<file path="src/hdl/bed_pkg.sv">
`timescale 1ns / 1ps

package bed_pkg;

  localparam logic [1:0] MODE_NORMAL = 2'd0;
  localparam logic [1:0] MODE_ESC    = 2'd1;
  localparam logic [1:0] MODE_OCT    = 2'd2;
  localparam logic [1:0] MODE_HEX    = 2'd3;

  localparam logic [1:0] OCT_DIGITS_MAX = 2'd3;
  localparam logic [1:0] HEX_DIGITS_MAX = 2'd2;

  localparam int unsigned BURST_MAX = 3;

  typedef struct packed {
    logic [7:0] in_byte;
    logic       in_final;
  } in_item_t;

  typedef struct packed {
    logic [7:0] out_byte;
    logic       out_run_end;
    logic       out_final;
  } out_item_t;

  typedef struct packed {
    logic [BURST_MAX-1:0][7:0] bytes;
    logic [1:0]                cnt;
    logic                      fin;
  } burst_t;

  typedef struct packed {
    logic [1:0] mode;
    logic [1:0] dcnt;
  } dec_stat_t;

  typedef struct packed {
    logic a_valid;
    logic b_valid;
    logic a_free;
  } q_stat_t;

endpackage

</file>
<file path="src/hdl/bed_decode.sv">
`timescale 1ns / 1ps

module bed_decode (
  input  logic              clk,
  input  logic              rst_n,
  input  logic              accept,
  input  bed_pkg::in_item_t item,
  output bed_pkg::burst_t   burst,
  output bed_pkg::dec_stat_t stat
);
  import bed_pkg::*;

  localparam logic [7:0] CH_BSLASH = 8'h5C;
  localparam logic [7:0] CH_X      = 8'h78;
  localparam logic [7:0] CH_ZERO   = 8'h30;
  localparam logic [7:0] ESC_BYTE  = 8'h1B;

  logic [1:0] mode_r, mode_nxt;
  logic [8:0] dval_r, dval_nxt;
  logic [1:0] dcnt_r, dcnt_nxt;

  logic [BURST_MAX-1:0][7:0] b;
  logic [1:0] n;
  logic       do_plain;
  logic       hex_ok;
  logic [3:0] hex_d;
  logic [7:0] c;
  logic       fin;

  assign c   = item.in_byte;
  assign fin = item.in_final;

  always_comb begin
    hex_ok = 1'b1;
    hex_d  = c[3:0];
    if (c >= 8'h30 && c <= 8'h39) begin
      hex_d = c[3:0];
    end else if ((c >= 8'h61 && c <= 8'h66) || (c >= 8'h41 && c <= 8'h46)) begin
      hex_d = c[3:0] + 4'd9;
    end else begin
      hex_ok = 1'b0;
    end
  end

  always_comb begin
    b        = '0;
    n        = 2'd0;
    do_plain = 1'b0;
    mode_nxt = mode_r;
    dval_nxt = dval_r;
    dcnt_nxt = dcnt_r;
    case (mode_r)
      MODE_ESC: begin
        mode_nxt = MODE_NORMAL;
        case (c)
          8'h5C: begin b[n] = CH_BSLASH; n = n + 2'd1; end
          8'h61: begin b[n] = 8'h07; n = n + 2'd1; end
          8'h62: begin b[n] = 8'h08; n = n + 2'd1; end
          8'h65: begin b[n] = ESC_BYTE; n = n + 2'd1; end
          8'h66: begin b[n] = 8'h0C; n = n + 2'd1; end
          8'h6E: begin b[n] = 8'h0A; n = n + 2'd1; end
          8'h72: begin b[n] = 8'h0D; n = n + 2'd1; end
          8'h74: begin b[n] = 8'h09; n = n + 2'd1; end
          8'h76: begin b[n] = 8'h0B; n = n + 2'd1; end
          8'h30: begin
            dval_nxt = '0;
            dcnt_nxt = '0;
            if (fin) begin
              b[n] = 8'h00;
              n = n + 2'd1;
            end else begin
              mode_nxt = MODE_OCT;
            end
          end
          8'h78: begin
            dval_nxt = '0;
            dcnt_nxt = '0;
            if (fin) begin
              b[n] = CH_BSLASH;
              n = n + 2'd1;
              b[n] = CH_X;
              n = n + 2'd1;
            end else begin
              mode_nxt = MODE_HEX;
            end
          end
          default: begin
            b[n] = CH_BSLASH;
            n = n + 2'd1;
            do_plain = 1'b1;
          end
        endcase
      end
      MODE_OCT: begin
        if (c >= CH_ZERO && c <= 8'h37) begin
          dval_nxt = {dval_r[5:0], c[2:0]};
          dcnt_nxt = dcnt_r + 2'd1;
          if (dcnt_nxt >= OCT_DIGITS_MAX || fin) begin
            b[n] = dval_nxt[7:0];
            n = n + 2'd1;
            mode_nxt = MODE_NORMAL;
          end
        end else begin
          b[n] = dval_r[7:0];
          n = n + 2'd1;
          do_plain = 1'b1;
        end
      end
      MODE_HEX: begin
        if (hex_ok) begin
          dval_nxt = {dval_r[4:0], hex_d};
          dcnt_nxt = dcnt_r + 2'd1;
          if (dcnt_nxt >= HEX_DIGITS_MAX || fin) begin
            b[n] = dval_nxt[7:0];
            n = n + 2'd1;
            mode_nxt = MODE_NORMAL;
          end
        end else begin
          if (dcnt_r != 2'd0) begin
            b[n] = dval_r[7:0];
            n = n + 2'd1;
          end else begin
            b[n] = CH_BSLASH;
            n = n + 2'd1;
            b[n] = CH_X;
            n = n + 2'd1;
          end
          do_plain = 1'b1;
        end
      end
      default: begin
        do_plain = 1'b1;
      end
    endcase

    if (do_plain) begin
      if (c == CH_BSLASH && !fin) begin
        mode_nxt = MODE_ESC;
      end else begin
        mode_nxt = MODE_NORMAL;
        b[n] = c;
        n = n + 2'd1;
      end
    end

    if (mode_nxt == MODE_NORMAL || fin) begin
      mode_nxt = MODE_NORMAL;
      dval_nxt = '0;
      dcnt_nxt = '0;
    end
  end

  always_ff @(posedge clk) begin
    if (!rst_n) begin
      mode_r <= MODE_NORMAL;
      dval_r <= '0;
      dcnt_r <= '0;
    end else if (accept) begin
      mode_r <= mode_nxt;
      dval_r <= dval_nxt;
      dcnt_r <= dcnt_nxt;
    end
  end

  assign burst.bytes = b;
  assign burst.cnt   = n;
  assign burst.fin   = fin;
  assign stat.mode   = mode_r;
  assign stat.dcnt   = dcnt_r;

endmodule

</file>
<file path="src/hdl/bed_serializer.sv">
`timescale 1ns / 1ps

module bed_serializer (
  input  logic               clk,
  input  logic               rst_n,
  input  logic               push,
  input  bed_pkg::burst_t    burst,
  output logic               out_valid,
  input  logic               out_stall,
  output bed_pkg::out_item_t out_item,
  output bed_pkg::q_stat_t   stat
);
  import bed_pkg::*;

  logic   a_valid_r, a_valid_nxt;
  logic   b_valid_r, b_valid_nxt;
  burst_t a_r, a_nxt;
  burst_t b_r, b_nxt;
  logic [1:0] idx_r, idx_nxt;

  logic a_take;
  logic a_last;
  logic a_free;

  assign a_take = a_valid_r && !out_stall;
  assign a_last = (idx_r == a_r.cnt - 2'd1);
  assign a_free = !a_valid_r || (a_take && a_last);

  always_comb begin
    a_valid_nxt = a_valid_r;
    b_valid_nxt = b_valid_r;
    a_nxt       = a_r;
    b_nxt       = b_r;
    idx_nxt     = idx_r;
    if (a_free) begin
      idx_nxt = 2'd0;
      if (b_valid_r) begin
        a_valid_nxt = 1'b1;
        a_nxt       = b_r;
        b_valid_nxt = push;
        b_nxt       = burst;
      end else begin
        a_valid_nxt = push;
        a_nxt       = burst;
      end
    end else begin
      if (a_take) begin
        idx_nxt = idx_r + 2'd1;
      end
      if (push) begin
        b_valid_nxt = 1'b1;
        b_nxt       = burst;
      end
    end
  end

  always_ff @(posedge clk) begin
    if (!rst_n) begin
      a_valid_r <= 1'b0;
      b_valid_r <= 1'b0;
      idx_r     <= 2'd0;
    end else begin
      a_valid_r <= a_valid_nxt;
      b_valid_r <= b_valid_nxt;
      idx_r     <= idx_nxt;
    end
  end

  always_ff @(posedge clk) begin
    a_r <= a_nxt;
    b_r <= b_nxt;
  end

  assign out_valid            = a_valid_r;
  assign out_item.out_byte    = a_r.bytes[idx_r];
  assign out_item.out_run_end = a_last;
  assign out_item.out_final   = a_last && a_r.fin;
  assign stat.a_valid         = a_valid_r;
  assign stat.b_valid         = b_valid_r;
  assign stat.a_free          = a_free;

endmodule

</file>
<file path="src/hdl/backslash_escape_decoder.sv">
`timescale 1ns / 1ps

// Channel  Direction  Payload    Handshake
// in_      input      in_item    in_valid / in_stall
// out_     output     out_item   out_valid / out_stall
//
// One byte is decoded in the cycle it is accepted; its 0 to 3 result bytes
// leave one per cycle from the result register while out_stall is low: one
// result byte for plain text, up to 3 for a byte after \x.
// A two-slot burst queue lets one more byte be accepted while results wait.
// rst_n is synchronous and clears the parse state and both queue slots.
// in_stall rises only when both slots hold bursts and the output one is
// not finishing in this cycle.

module backslash_escape_decoder (
  input  logic               clk,
  input  logic               rst_n,
  input  logic               in_valid,
  output logic               in_stall,
  input  bed_pkg::in_item_t  in_item,
  output logic               out_valid,
  input  logic               out_stall,
  output bed_pkg::out_item_t out_item
);
  import bed_pkg::*;

  logic      in_acc;
  logic      push;
  burst_t    burst;
  dec_stat_t dstat;
  q_stat_t   qstat;

  assign in_stall = qstat.b_valid && !qstat.a_free;
  assign in_acc   = in_valid && !in_stall;
  assign push     = in_acc && (burst.cnt != 2'd0);

  bed_decode u_decode (
    .clk    (clk),
    .rst_n  (rst_n),
    .accept (in_acc),
    .item   (in_item),
    .burst  (burst),
    .stat   (dstat)
  );

  bed_serializer u_serializer (
    .clk       (clk),
    .rst_n     (rst_n),
    .push      (push),
    .burst     (burst),
    .out_valid (out_valid),
    .out_stall (out_stall),
    .out_item  (out_item),
    .stat      (qstat)
  );

  a_stall_busy: assert property (@(posedge clk) disable iff (!rst_n)
    in_stall |-> out_valid)
    else $error("input stalled with empty output");

  a_queue_order: assert property (@(posedge clk) disable iff (!rst_n)
    qstat.b_valid |-> qstat.a_valid)
    else $error("pending slot full while output slot empty");

  a_final_clears: assert property (@(posedge clk) disable iff (!rst_n)
    (in_acc && in_item.in_final) |=> (dstat.mode == MODE_NORMAL && dstat.dcnt == 2'd0))
    else $error("parse state not cleared after final byte");

  a_final_emits: assert property (@(posedge clk) disable iff (!rst_n)
    (in_acc && in_item.in_final) |-> push)
    else $error("final byte caused no result");

endmodule
</file>
<file path="config.mk">
export PLATFORM = sky130hd
export DESIGN_NAME = backslash_escape_decoder
export DESIGN_NICKNAME = d
export VERILOG_FILES = /design/src/hdl/bed_pkg.sv /design/src/hdl/bed_decode.sv /design/src/hdl/bed_serializer.sv /design/src/hdl/backslash_escape_decoder.sv
export SDC_FILE = /design/constraint.sdc
export NUM_CORES = 1
export LEC_CHECK = 0
export ABC_AREA = 1
export ABC_CLOCK_PERIOD_IN_PS = 5600
export BUFFER_PORTS_ARGS = -buffer_cell sky130_fd_sc_hd__buf_2
export CAP_MARGIN = 25
export CORE_MARGIN = 2
export CORE_UTILIZATION = 52
export CTS_BUF_LIST = sky130_fd_sc_hd__clkbuf_16
export CTS_CLUSTER_SIZE = 14
export DETAILED_ROUTE_END_ITERATION = 8
export GPL_TIMING_DRIVEN = 0
export PLACE_DENSITY = 0.7
export SLEW_MARGIN = 20
export SYNTH_ARGS = -nofsm -noshare
export SYNTH_HDL_FRONTEND = slang
export SYNTH_SLANG_ARGS = --single-unit
export TNS_END_PERCENT = 5
</file>
<file path="constraint.sdc">
create_clock -name clk -period 5.6 [get_ports clk]
set_input_delay 1.12 -clock clk [delete_from_list [all_inputs] [get_ports clk]]
set_output_delay 1.12 -clock clk [all_outputs]
set_load 0.02 [all_outputs]
</file>
## After elaboration in Yosys (flattened, before gate mapping)

Cells that the tools add are included.

- Add/sub/neg operators: 5
- Magnitude comparators: 12
- Equal/unequal tests: 19
- Muxes and demuxes: 67
- Bitwise operators: 1
- Reductions and logical operators: 32

Operators by type and width:

| operator | count |
|---|---|
| $mux W27 | 4 |
| $mux W8 | 12 |
| $eq A8 B7 Y1 const B | 10 |
| $pmux W8 S10 | 1 |
| $mux W24 | 2 |
| $pmux W8 S3 | 2 |
| $mux W2 | 18 |
| $bwmux W24 | 1 |
| $pmux W2 S3 | 3 |
| $bmux W8 S2 | 1 |
| $demux W8 S2 | 1 |
| $ge A8 B7 Y1 const B | 2 |
| $le A8 B6 Y1 const B | 2 |
| $le A8 B7 Y1 const B | 2 |
| $pmux W8 S2 | 1 |
| $mux W15 | 1 |
| $mux W7 | 2 |
| $mux W1 | 13 |
| $logic_and A1 B1 Y1 | 12 |
| $reduce_or A11 Y1 | 1 |
| $eq A8 B6 Y1 const B | 1 |
| $ge A8 B6 Y1 const B | 1 |
| $mux W4 | 2 |
| $pmux W2 S2 | 2 |
| 22 further kinds | 39 |

- Bits in registers: 70

## Logic depth before layout (Yosys ltp)

Gate-level depths: netlist of the first run.

- Depth after elaboration: 16
- Gate-level depth with buffers: 19

## Hierarchy

From an unflattened synthesis of the first run, not the netlist that was laid out.

- Cells, all modules: 567
- Area total of the unflattened synthesis: 4,538.1 um^2

Modules (own cells, without submodules):

| module | times used | cells an instance | area an instance (um^2) | seq. area each (um^2) |
|---|---|---|---|---|
| bed_serializer | 1 | 220 | 2,452.4 | 1,701.6 |
| bed_decode | 1 | 340 | 2,052.0 | 240.2 |
| backslash_escape_decoder | 1 | 7 | 33.8 | 0.0 |

## Worst setup path before layout of the first run

OpenSTA, ideal clock, no wires.

- Kind: input-to-reg
- Start point: input in_item[1] (netlist name)
- End point: register u_serializer.b_r[0] (netlist name) (enable)
- Library setup time: 0.420 ns
- Data arrival time: 4.320 ns
- Data required time: 5.180 ns
- Path slack: 0.860 ns
- Stages on the path: 15
- Path buffers: 0
- Cell sequence: clkinv_1 > ha_1 > nand3_1 > nand4_2 > nand2_4 > inv_2 > nand2_1 > nand3_2 > a21oi_2 > inv_1 > ha_1 > o21ai_2 > nand2_1 > nand2_1 > a21oi_1

- Cells in the longest elaborated chain, start to end: 14
- Elaborated cells on any way between the ends: 42
- Classes of those cells: add/sub (1); order compare (7); eq/ne (11); mux (12); reduce/logical (11)

RTL lines:

| what | line | source |
|---|---|---|
| start: declaration | backslash_escape_decoder.sv:20 | `input bed_pkg::in_item_t in_item,` |
| $ge A8 B7 Y1 / $le A8 B7 Y1 (equally long branches) | bed_decode.sv:38 | `end else if ((c >= 8'h61 && c <= 8'h66) \|\| (c >= 8'h41 && c <= 8'h46)) begin` |
| $logic_and A1 B1 Y1 | bed_decode.sv:38 |  |
| $logic_or A1 B1 Y1 | bed_decode.sv:38 |  |
| $mux W1 | bed_decode.sv:38 |  |
| $mux W1 | bed_decode.sv:36 | `if (c >= 8'h30 && c <= 8'h39) begin` |
| $mux W2 | bed_decode.sv:110 | `if (hex_ok) begin` |
| $pmux W2 S3 | bed_decode.sv:52 | `case (mode_r)` |
| $add A2 B1 Y2 | bed_decode.sv:142 | `n = n + 2'd1;` |
| $mux W2 | bed_decode.sv:137 | `if (c == CH_BSLASH && !fin) begin` |
| $mux W2 * | bed_decode.sv:136 | `if (do_plain) begin` |
| $reduce_bool A2 Y1 * | backslash_escape_decoder.sv:35 | `assign push = in_acc && (burst.cnt != 2'd0);` |
| $logic_and A1 B1 Y1 * | backslash_escape_decoder.sv:35 |  |
| $reduce_bool A2 Y1 (no source line) * | - |  |
| $reduce_and A2 Y1 (no source line) * | - |  |
| end signal: assignment | bed_serializer.sv:71 | `b_r <= b_nxt;` |
| end: declaration | bed_serializer.sv:18 | `burst_t b_r, b_nxt;` |

Mark *: on every way between the ends. The rest lies on a longest branch, timed or not.
A chain may end at the register's enable or synchronous reset.

## Final worst setup path of the first run

- Start point: input in_item[1] (netlist name)
- End point: register u_serializer.b_r[8] (netlist name) (enable)

The elaborated chain is that of the path after synthesis.

==> results of run 1 <==
## registers in the layout, indices dropped and copies added, names as in the netlist
name,count
u_decode.mode_r,2
u_decode.dcnt_r,2
u_serializer.a_r,27
u_serializer.out_valid,1
u_serializer.b_valid_r,1
u_serializer.b_r,27
u_serializer.idx_r,2
u_decode.dval_r,8
## cells in the mapped netlist (2+ instances only)
cell	instances
sky130_fd_sc_hd__inv_1	49
sky130_fd_sc_hd__buf_4	2
sky130_fd_sc_hd__clkbuf_1	5
sky130_fd_sc_hd__xor2_1	2
sky130_fd_sc_hd__a21oi_1	23
sky130_fd_sc_hd__nand2_4	4
sky130_fd_sc_hd__inv_2	7
sky130_fd_sc_hd__nand3_1	35
sky130_fd_sc_hd__nand4_1	3
sky130_fd_sc_hd__dfxtp_1	16
sky130_fd_sc_hd__nor2_1	63
sky130_fd_sc_hd__nand2_2	9
sky130_fd_sc_hd__xnor2_1	2
sky130_fd_sc_hd__buf_2	2
sky130_fd_sc_hd__o22ai_1	9
sky130_fd_sc_hd__o21ai_1	6
sky130_fd_sc_hd__o21ai_2	9
sky130_fd_sc_hd__o21ai_0	27
sky130_fd_sc_hd__a32oi_1	2
sky130_fd_sc_hd__nor2_8	2
sky130_fd_sc_hd__nor2_4	4
sky130_fd_sc_hd__ha_1	13
sky130_fd_sc_hd__o31ai_1	8
sky130_fd_sc_hd__buf_1	3
sky130_fd_sc_hd__nor3_1	13
sky130_fd_sc_hd__nand2_1	167
sky130_fd_sc_hd__o211ai_1	3
sky130_fd_sc_hd__nand3_2	5
sky130_fd_sc_hd__nor2_2	4
sky130_fd_sc_hd__buf_6	9
sky130_fd_sc_hd__edfxtp_1	54
## layer usage
metal	vias up	GRT usage	part of all wire
met2	114	0.402	0.50
met1	1838	0.282	0.43
met3	26	0.0434	0.048
li1	1948	-	-
met5	-	0	0
met4	0	0.0899	0.025
## through the flow
stage	worst slack [ps]	instance area [um2]	setup TNS, ps	hold WS [ps]	util
6_report	1590	5060	0	493	0.610
5_1_grt	1330	5060	0	529	0.610
4_1_cts	1590	5060	0	500	0.610
3_5_place_dp	1260	4780	0	485	0.576
3_3_place_gp	-211	4730	-5660	467	0.569
2_1_floorplan	860	4480	0	452	-
## worst max-delay path: stages
cell                       delay, ps
sky130_fd_sc_hd__buf_2           120
sky130_fd_sc_hd__clkinv_1        290
sky130_fd_sc_hd__ha_1            420
sky130_fd_sc_hd__nor2_2          130
sky130_fd_sc_hd__nand2_1          60
sky130_fd_sc_hd__nand3_2         120
sky130_fd_sc_hd__nand2_4         100
sky130_fd_sc_hd__inv_2           110
sky130_fd_sc_hd__nand2_1          90
sky130_fd_sc_hd__o21ai_1         260
sky130_fd_sc_hd__nand2_1         170
sky130_fd_sc_hd__ha_1            320
sky130_fd_sc_hd__o21ai_2          80
sky130_fd_sc_hd__nand2_1          70
sky130_fd_sc_hd__nand2_1         110
sky130_fd_sc_hd__a21oi_4         240
sky130_fd_sc_hd__buf_16          210
## how the worst min path moves through the flow
stage,from,end,depth (start not counted)
3_3_place_gp,u_decode.dval_r[7],u_decode.dval_r[7],2
4_1_cts,u_decode.dval_r[5],u_decode.dval_r[5],2
6_report,u_decode.dval_r[6],u_decode.dval_r[6],2
2_1_floorplan,u_decode.dval_r[5],u_decode.dval_r[5],2
3_5_place_dp,u_decode.dval_r[5],u_decode.dval_r[5],2
5_1_grt,u_decode.dval_r[5],u_decode.dval_r[5],2
## power by group
part | leakage (nW) | internal [mW] | switching, mW
combinational | 1.37 | 0.0469 | 0.0976
sequential | 0.684 | 0.599 | 0.0122
clock | 0.145 | 0.338 | 0.198
total | 2.20 | 0.984 | 0.308
## final cells by class
| cell class | instances | area, um2 |
|---|---|---|
| well taps | 105 | 131 |
| clock inverters | 7 | 58.8 |
| fillers | 753 | 3240 |
| clock buffers | 9 | 225 |
| flip-flops and latches | 70 | 1940 |
| inverters | 58 | 220 |
| repair buffers | 25 | 158 |
| multi-input cells | 419 | 2170 |
| plain buffers | 21 | 156 |
## logic make-up (layout without fill, tap and decap cells)
group                    after synthesis  after routing  synth area share
AND/OR/NAND/NOR                      312            312             0.317
AO/OA/AOI/OAI                         90             90             0.121
buffers and inverters                 79            120            0.0841
flip-flops                            70             70             0.434
adder cells (fa/ha/maj)               13             13            0.0363
XOR/XNOR                               4              4           0.00782
==> impl_metrics.py, run 1 <==
metrics = {
    "finish": {
        "antenna_cells": 0,
        "fin_cells": 714,
        "area.growth.synth_to_final_pct": 13.0,
        "nNetsFinal": 630,
        "most_frequent_standard_cell_in_the_layout_excluding_fill_and_tap_cells": "sky130_fd_sc_hd__nand2_1",
        "most-common-layout-cells": "sky130_fd_sc_hd__nand2_1, sky130_fd_sc_hd__nor2_1, sky130_fd_sc_hd__edfxtp_1",
        "drive_gt1_frac": 0.164,
    },
    "clocking": {
        "clk_transition_reported_paths_ps": 50,
        "cts.sinks": 70,
        "cts_resized": 0,
        "post_cts.repair.setup_buffers": 0,
        "cts-buffers-inserted": 9,
        "source_to_sink_clock_delay_at_the_later_pin_of_the_worst_skew_pair_ps": 320,
        "clock_path_buffers": 2,
        "cts_hold_buf": 0,
        "ctsHtreeMaxLevel": 3,
        "tritoncts": "yes",
        "cts_root_buf": "sky130_fd_sc_hd__clkbuf_16",
    },
    "synthesis": {
        "yosys.area.top_type_share": 0.362,
        "cell_types_occupying_the_most_area_after_synthesis": "sky130_fd_sc_hd__edfxtp_1, sky130_fd_sc_hd__nand2_1, sky130_fd_sc_hd__dfxtp_1, sky130_fd_sc_hd__nor2_1, sky130_fd_sc_hd__inv_1",
        "syn_nets": 594,
        "yosysTopAreaCell": "sky130_fd_sc_hd__edfxtp_1",
        "synth.lib_cells_used.distinct": 39,
        "synth_enable_flop_cells": 54,
        "ys.warnings.count": 0,
        "ys_ff_latch": 70,
        "async_reset_ff_frac": 0,
        "synth_flop_cell": "sky130_fd_sc_hd__edfxtp_1",
        "yosysSeqAreaShare": 0.434,
        "postSynthAreaPerCell_um2": 7.89,
        "synthCells": 568,
        "syn-cell-area_um2": 4480,
    },
    "timing": {
        "tightestPinTransition_ps": 491,
        "final_worst_clock_skew_ps": 3.54,
        "grt_setup_unrepaired": "no",
        "fmax_mhz": 250,
        "post-route-period-util": 0.715,
        "tmin_final_ps": 4010,
        "slew_headroom": 0.672,
        "timing.final.max_slew_violations": 0,
        "final_hold_viol_count": 0,
        "final_setup_violating_endpoints": 0,
    },
    "drt": {
        "num_vias": 3926,
        "drc": 0,
        "vias_per_cell": 5.50,
        "avgRoutedWirePerCell_um": 15.1,
        "first_pass_iters": 5,
        "drt.antenna.violating_nets": 0,
        "postRouteWirelength_um": 10800,
        "detailedRoute.firstIterationViolations": 269,
    },
    "power": {
        "totalPowerFinal_mw": 1.29,
        "p_leak_nw": 2.20,
        "pwr_density_cell_nw_per_um2": 255,
        "max-vdd-ir-drop_mv": 0.171,
    },
    "critical_path": {
        "critPathCapture": "u_serializer.b_r[8]",
        "worst-setup-path-type": "primary input to flop",
        "reg2reg_depth": 15,
        "r2r_end": "u_serializer.b_r[16]",
        "cp-start-kind": "primary input",
        "worstPathMaxFanout": 25,
        "timing.reg2reg.setup_slack_ps": 2540,
        "cp_data_arrival_time_ps": 4030,
        "worst_setup_path_startpoint": "in_item[1]",
        "worst_r2r_startpoint": "u_decode.mode_r[0]",
        "critPathRequiredTime_ps": 5620,
        "critPathCaptureType": "flop",
    },
    "run": {
        "drv.max_cap_violation_count": 0,
    },
    "floorplanning": {
        "num_rows": 33,
        "floorplan.die.height_um": 96.8,
        "die_area_um2": 9370,
        "core_region_area_um2": 8300,
        "boundaryPins": 25,
        "die_x_um": 96.8,
        "initial_core_util": 0.540,
    },
    "place": {
        "place_hpwl_um": 8130,
        "placement.io_buffers": 23,
        "globalplace.congestion": 0.927,
        "dpl.cell_count": 698,
    },
    "run_status": {
        "status": "finished clean",
    },
    "grt": {
        "global_route_wire_length_before_repair_um": 17700,
        "grt_pass1_vias": 3771,
        "antenna_found_initial": 0,
        "grt_remaining_overflow": 0,
        "grtUsageTotal": 0.231,
        "grt_start_max_net_pins": 26,
    },
    "worst_hold_path": {
        "worstHoldPathType": "flop to flop",
    },
}
No activity file was read; power rests on OpenSTA's default activity.
==> run 2, diff against run 1 <==
--- a/config.mk
+++ b/config.mk
@@ -6,7 +6,7 @@
 export NUM_CORES = 1
 export LEC_CHECK = 0
 export ABC_AREA = 1
-export ABC_CLOCK_PERIOD_IN_PS = 5600
+export ABC_CLOCK_PERIOD_IN_PS = 3400
 export BUFFER_PORTS_ARGS = -buffer_cell sky130_fd_sc_hd__buf_2
 export CAP_MARGIN = 25
 export CORE_MARGIN = 2
@@ -15,7 +15,7 @@
 export CTS_CLUSTER_SIZE = 14
 export DETAILED_ROUTE_END_ITERATION = 8
 export GPL_TIMING_DRIVEN = 0
-export PLACE_DENSITY = 0.7
+export PLACE_DENSITY = 0.72
 export SLEW_MARGIN = 20
 export SYNTH_ARGS = -nofsm -noshare
 export SYNTH_HDL_FRONTEND = slang
==> constraint.sdc (replaced) <==
create_clock -name clk -period 3.4 [get_ports clk]
set_input_delay 0.68 -clock clk [delete_from_list [all_inputs] [get_ports clk]]
set_output_delay 0.68 -clock clk [all_outputs]
set_load 0.02 [all_outputs]
==> impl_metrics.py, run 2 (synthesis results as in run 1) <==
metrics = {
    "run_status": {
        "status": "finished clean",
    },
    "place": {
        "dpl_worst_slack_ps": -766,
        "dpl.cell_count": 697,
        "placed_area_um2": 4770,
        "placement.io_buffers": 23,
        "place_hpwl_um": 8190,
        "globalplace.congestion": 0.964,
    },
    "grt": {
        "grt_start_max_net_pins": 21,
        "antenna_found_initial": 0,
        "global_route_wire_length_before_repair_um": 18100,
        "grtUsageTotal": 0.239,
        "grt_remaining_overflow": 0,
        "grt_pass1_vias": 3798,
    },
    "finish": {
        "most_frequent_standard_cell_in_the_layout_excluding_fill_and_tap_cells": "sky130_fd_sc_hd__nand2_1",
        "antenna_cells": 0,
        "largest_registers": "u_serializer.a_r x27, u_serializer.b_r x27, u_decode.dval_r x8",
        "most-common-layout-cells": "sky130_fd_sc_hd__nand2_1, sky130_fd_sc_hd__nor2_1, sky130_fd_sc_hd__edfxtp_1",
        "drive_gt1_frac": 0.181,
        "final_util": 0.621,
        "nNetsFinal": 634,
        "area.growth.synth_to_final_pct": 15.0,
        "fin_cells": 718,
        "layout.cell_area.non_filler_um2": 5150,
    },
    "drt": {
        "detailedRoute.firstIterationViolations": 244,
        "avgRoutedWirePerCell_um": 15.2,
        "first_pass_iters": 5,
        "drt.antenna.violating_nets": 0,
        "vias_per_cell": 5.48,
        "postRouteWirelength_um": 10900,
        "drc": 0,
        "num_vias": 3938,
    },
    "critical_path": {
        "worstPathMaxFanout": 10,
        "critPathCaptureType": "flop",
        "cp-start-kind": "primary input",
        "cp_data_arrival_time_ps": 3300,
        "critPathRequiredTime_ps": 3480,
        "worst-setup-path-type": "primary input to flop",
        "worst_setup_path_startpoint": "in_item[1]",
        "worst_r2r_startpoint": "u_decode.mode_r[0]",
    },
    "timing": {
        "grt_setup_unrepaired": "no",
        "slew_headroom": 0.692,
        "timing.hold.ws_ps": 492,
        "timing.final.max_slew_violations": 0,
        "final_setup_violating_endpoints": 0,
        "tmin_final_ps": 3210,
        "layout_setup_ws_ps": 187,
        "final_hold_viol_count": 0,
        "tightestPinTransition_ps": 461,
        "setup-tns-final_ps": 0,
        "final_worst_clock_skew_ps": 8.37,
        "post-route-period-util": 0.945,
        "fmax_mhz": 311,
    },
    "floorplanning": {
        "floorplan.die.height_um": 96.8,
        "die_x_um": 96.8,
        "initial_core_util": 0.540,
        "die_area_um2": 9370,
        "num_rows": 33,
        "boundaryPins": 25,
        "core_region_area_um2": 8300,
    },
    "worst_hold_path": {
        "worstHoldStart": "u_decode.dval_r[5]",
        "worstHoldPathType": "flop to flop",
    },
    "clocking": {
        "cts-buffers-inserted": 9,
        "ctsHtreeMaxLevel": 3,
        "clk_transition_reported_paths_ps": 50,
        "tritoncts": "yes",
        "cts_root_buf": "sky130_fd_sc_hd__clkbuf_16",
        "cts_hold_buf": 0,
        "source_to_sink_clock_delay_at_the_later_pin_of_the_worst_skew_pair_ps": 330,
        "cts.sinks": 70,
        "clock_path_buffers": 2,
    },
    "power": {
        "totalPowerFinal_mw": 2.25,
        "p_leak_nw": 2.23,
        "pwr_density_cell_nw_per_um2": 437,
        "max-vdd-ir-drop_mv": 0.205,
    },
    "run": {
        "drv.max_cap_violation_count": 0,
    },
}
## run 2: cell types whose count changed in the layout (fill, tap and decap cells not counted), moves of 2 or more
cell and delta:
sky130_fd_sc_hd__buf_4 +3, sky130_fd_sc_hd__clkinv_1 -2, sky130_fd_sc_hd__clkinv_4 +2, sky130_fd_sc_hd__inv_1 -2
## run 2: final timing paths
path	end	slack (ps)	cells past startpoint
max	u_serializer.b_r[0]	190	17
min	u_decode.dval_r[5]	490	2
max reg2reg	u_serializer.b_r[0]	390	15
min reg2reg	u_decode.dval_r[5]	490	2
## run 2: area by class of cell
cell class / count / area, um2
Clock inverter: 7 / 91.3
Buffer: 21 / 156
Tap cell: 105 / 131
Clock buffer: 9 / 225
Timing Repair Buffer: 28 / 173
Fill cell: 721 / 3150
Multi-Input combinational cell: 420 / 2210
Sequential cell: 70 / 1940
Inverter: 58 / 225
## run 2: routing by layer
layer  up-vias  global-route usage  wire, um
met5         -                   0         0
met4         0              0.0943       225
met3        24              0.0426       507
met2       103               0.412      5530
met1      1841               0.296      4650
li1       1970                   -         -
## run 2: repair_timing
action	4_1_cts	5_1_grt
setup buffers	4	0
gates cloned	1	0
endpoints found under the setup margin	27	27
pin swaps	2	0
resized for setup	1	2
## run 2: where the power goes
group	switching, mW	internal, mW	total [mW]
clock	0.356	0.639	0.995
combinational	0.166	0.0820	0.248
sequential	0.0202	0.986	1.01
## run 2: critical path, stage by stage
cell	delay, ps
sky130_fd_sc_hd__buf_2	130
sky130_fd_sc_hd__clkinv_2	190
sky130_fd_sc_hd__ha_4	250
sky130_fd_sc_hd__nand3_1	120
sky130_fd_sc_hd__nand4_2	170
sky130_fd_sc_hd__nand2_4	170
sky130_fd_sc_hd__inv_2	70
sky130_fd_sc_hd__nand2_1	110
sky130_fd_sc_hd__nand3_2	100
sky130_fd_sc_hd__a21oi_2	180
sky130_fd_sc_hd__inv_1	100
sky130_fd_sc_hd__ha_1	310
sky130_fd_sc_hd__o21ai_2	210
sky130_fd_sc_hd__nand2_1	90
sky130_fd_sc_hd__nand2_2	140
sky130_fd_sc_hd__a21oi_4	80
sky130_fd_sc_hd__buf_4	180
==> run 3, diff against run 2 <==
--- a/config.mk
+++ b/config.mk
@@ -7,7 +7,7 @@
 export LEC_CHECK = 0
 export ABC_AREA = 1
 export ABC_CLOCK_PERIOD_IN_PS = 3400
-export BUFFER_PORTS_ARGS = -buffer_cell sky130_fd_sc_hd__buf_2
+export BUFFER_PORTS_ARGS = -buffer_cell sky130_fd_sc_hd__buf_4
 export CAP_MARGIN = 25
 export CORE_MARGIN = 2
 export CORE_UTILIZATION = 52
==> impl_metrics.py, run 3 (synthesis results as in run 1) <==
metrics = {
    "timing": {
        "slew_headroom": 0.693,
        "layout_setup_ws_ps": 238,
        "final_hold_viol_count": 0,
        "tmin_final_ps": 3160,
        "final_setup_violating_endpoints": 0,
        "final_worst_clock_skew_ps": 5.24,
        "setup-tns-final_ps": 0,
        "timing.final.max_slew_violations": 0,
        "post-route-period-util": 0.930,
        "grt_setup_unrepaired": "no",
        "tightestPinTransition_ps": 460,
        "fmax_mhz": 316,
    },
    "grt": {
        "grt_remaining_overflow": 0,
        "grt_pass1_vias": 3791,
        "antenna_found_initial": 0,
        "grtUsageTotal": 0.240,
        "grt_start_max_net_pins": 20,
        "global_route_wire_length_before_repair_um": 18300,
    },
    "floorplanning": {
        "die_area_um2": 9370,
        "num_rows": 33,
        "initial_core_util": 0.540,
        "boundaryPins": 25,
        "floorplan.die.height_um": 96.8,
        "core_region_area_um2": 8300,
        "die_x_um": 96.8,
    },
    "place": {
        "place_hpwl_um": 8210,
        "placed_area_um2": 4830,
        "globalplace.congestion": 0.972,
        "dpl_worst_slack_ps": -703,
        "placement.io_buffers": 23,
    },
    "finish": {
        "layout.filler_cells": 742,
        "drive_gt1_frac": 0.183,
        "most_frequent_standard_cell_in_the_layout_excluding_fill_and_tap_cells": "sky130_fd_sc_hd__nand2_1",
        "final_util": 0.626,
        "area.growth.synth_to_final_pct": 16.1,
        "antenna_cells": 0,
        "largest_registers": "u_serializer.a_r x27, u_serializer.b_r x27, u_decode.dval_r x8",
        "layout.cell_area.non_filler_um2": 5200,
        "nNetsFinal": 634,
        "regArea_um2": 1940,
        "multi_input_comb_area_um2": 2210,
        "most-common-layout-cells": "sky130_fd_sc_hd__nand2_1, sky130_fd_sc_hd__nor2_1, sky130_fd_sc_hd__edfxtp_1",
    },
    "drt": {
        "detailedRoute.firstIterationViolations": 205,
        "drt.antenna.violating_nets": 0,
        "drc": 0,
        "num_vias": 3945,
        "avgRoutedWirePerCell_um": 15.1,
        "first_pass_iters": 7,
        "postRouteWirelength_um": 10900,
        "vias_per_cell": 5.49,
    },
    "clocking": {
        "cts-buffers-inserted": 9,
        "cts_hold_buf": 0,
        "cts.sinks": 70,
        "ctsHtreeMaxLevel": 3,
        "tritoncts": "yes",
        "clock_path_buffers": 2,
        "clk_transition_reported_paths_ps": 60,
        "cts_root_buf": "sky130_fd_sc_hd__clkbuf_16",
        "source_to_sink_clock_delay_at_the_later_pin_of_the_worst_skew_pair_ps": 330,
    },
    "power": {
        "totalPowerFinal_mw": 2.18,
        "max-vdd-ir-drop_mv": 0.262,
        "pwr_density_cell_nw_per_um2": 420,
        "p_leak_nw": 2.24,
    },
    "run_status": {
        "status": "finished clean",
    },
    "worst_hold_path": {
        "worstHoldPathType": "flop to flop",
    },
    "critical_path": {
        "critPathRequiredTime_ps": 3490,
        "cp-start-kind": "primary input",
        "worstPathMaxFanout": 14,
        "timing.reg2reg.setup_slack_ps": 370,
        "worst-setup-path-type": "primary input to flop",
        "critPathCaptureType": "flop",
        "cp_data_arrival_time_ps": 3250,
    },
    "run": {
        "drv.max_cap_violation_count": 0,
    },
}
==> run 3: critical path, stage by stage <==
cell	delay (ps)
sky130_fd_sc_hd__buf_4	110
sky130_fd_sc_hd__clkinv_2	180
sky130_fd_sc_hd__ha_4	250
sky130_fd_sc_hd__nand3_1	110
sky130_fd_sc_hd__nand4_2	170
sky130_fd_sc_hd__nand2_4	170
sky130_fd_sc_hd__inv_2	70
sky130_fd_sc_hd__nand2_1	100
sky130_fd_sc_hd__nand3_2	100
sky130_fd_sc_hd__a21oi_2	190
sky130_fd_sc_hd__inv_1	100
sky130_fd_sc_hd__ha_1	310
sky130_fd_sc_hd__o21ai_2	210
sky130_fd_sc_hd__nand2_1	90
sky130_fd_sc_hd__nand2_2	140
sky130_fd_sc_hd__a21oi_4	80
sky130_fd_sc_hd__buf_12	170
==> run 3: cell type report <==
class                      instances  area share
buffer                            21      0.0301
clock inverter                     7      0.0128
timing repair buffer              28      0.0467
clock buffer                       9      0.0433
multi-input combinational        420       0.425
inverter                          58      0.0433
tap                              105      0.0253
sequential                        70       0.374
==> run 3: through the flow <==
step / hold slack [ps] / std cells
final: 486 / 718
after global routing: 530 / 718
after CTS: 491 / 715
after detailed placement: 476 / 697
after global placement: 467 / 696
after floorplan: 452 / 568
==> run 3: timing repair <==
item / in CTS / in global routing
buffers inserted: 1 / 3
resized for setup: 3 / 1
setup endpoints to repair: 27 / 27
pin swaps: 1 / 2
gates cloned: 1 / 0
==> run 3: where the power goes <==
part | internal, mW | switching, mW
Clock | 0.563 | 0.352
Combinational | 0.0966 | 0.167
Sequential | 0.986 | 0.0200
==> run 3: worst paths after layout <==
check / from / to / cells after the start
worst min-delay path: u_decode.dval_r[6] / u_decode.dval_r[6] / 2
worst max-delay path: in_item[1] / u_serializer.b_r[16] / 17
worst min register to register: u_decode.dval_r[6] / u_decode.dval_r[6] / 2
worst max register to register: u_decode.mode_r[1] / u_serializer.b_r[16] / 14
==> run 3: routing by layer <==
layer	track usage	share of wire	routed length, um	vias to the layer above
met1	0.287	0.42	4530	1794
met4	0.0921	0.021	223	0
met5	0	0	0	-
met2	0.428	0.51	5520	149
met3	0.0419	0.055	602	23
li1	-	-	-	1979
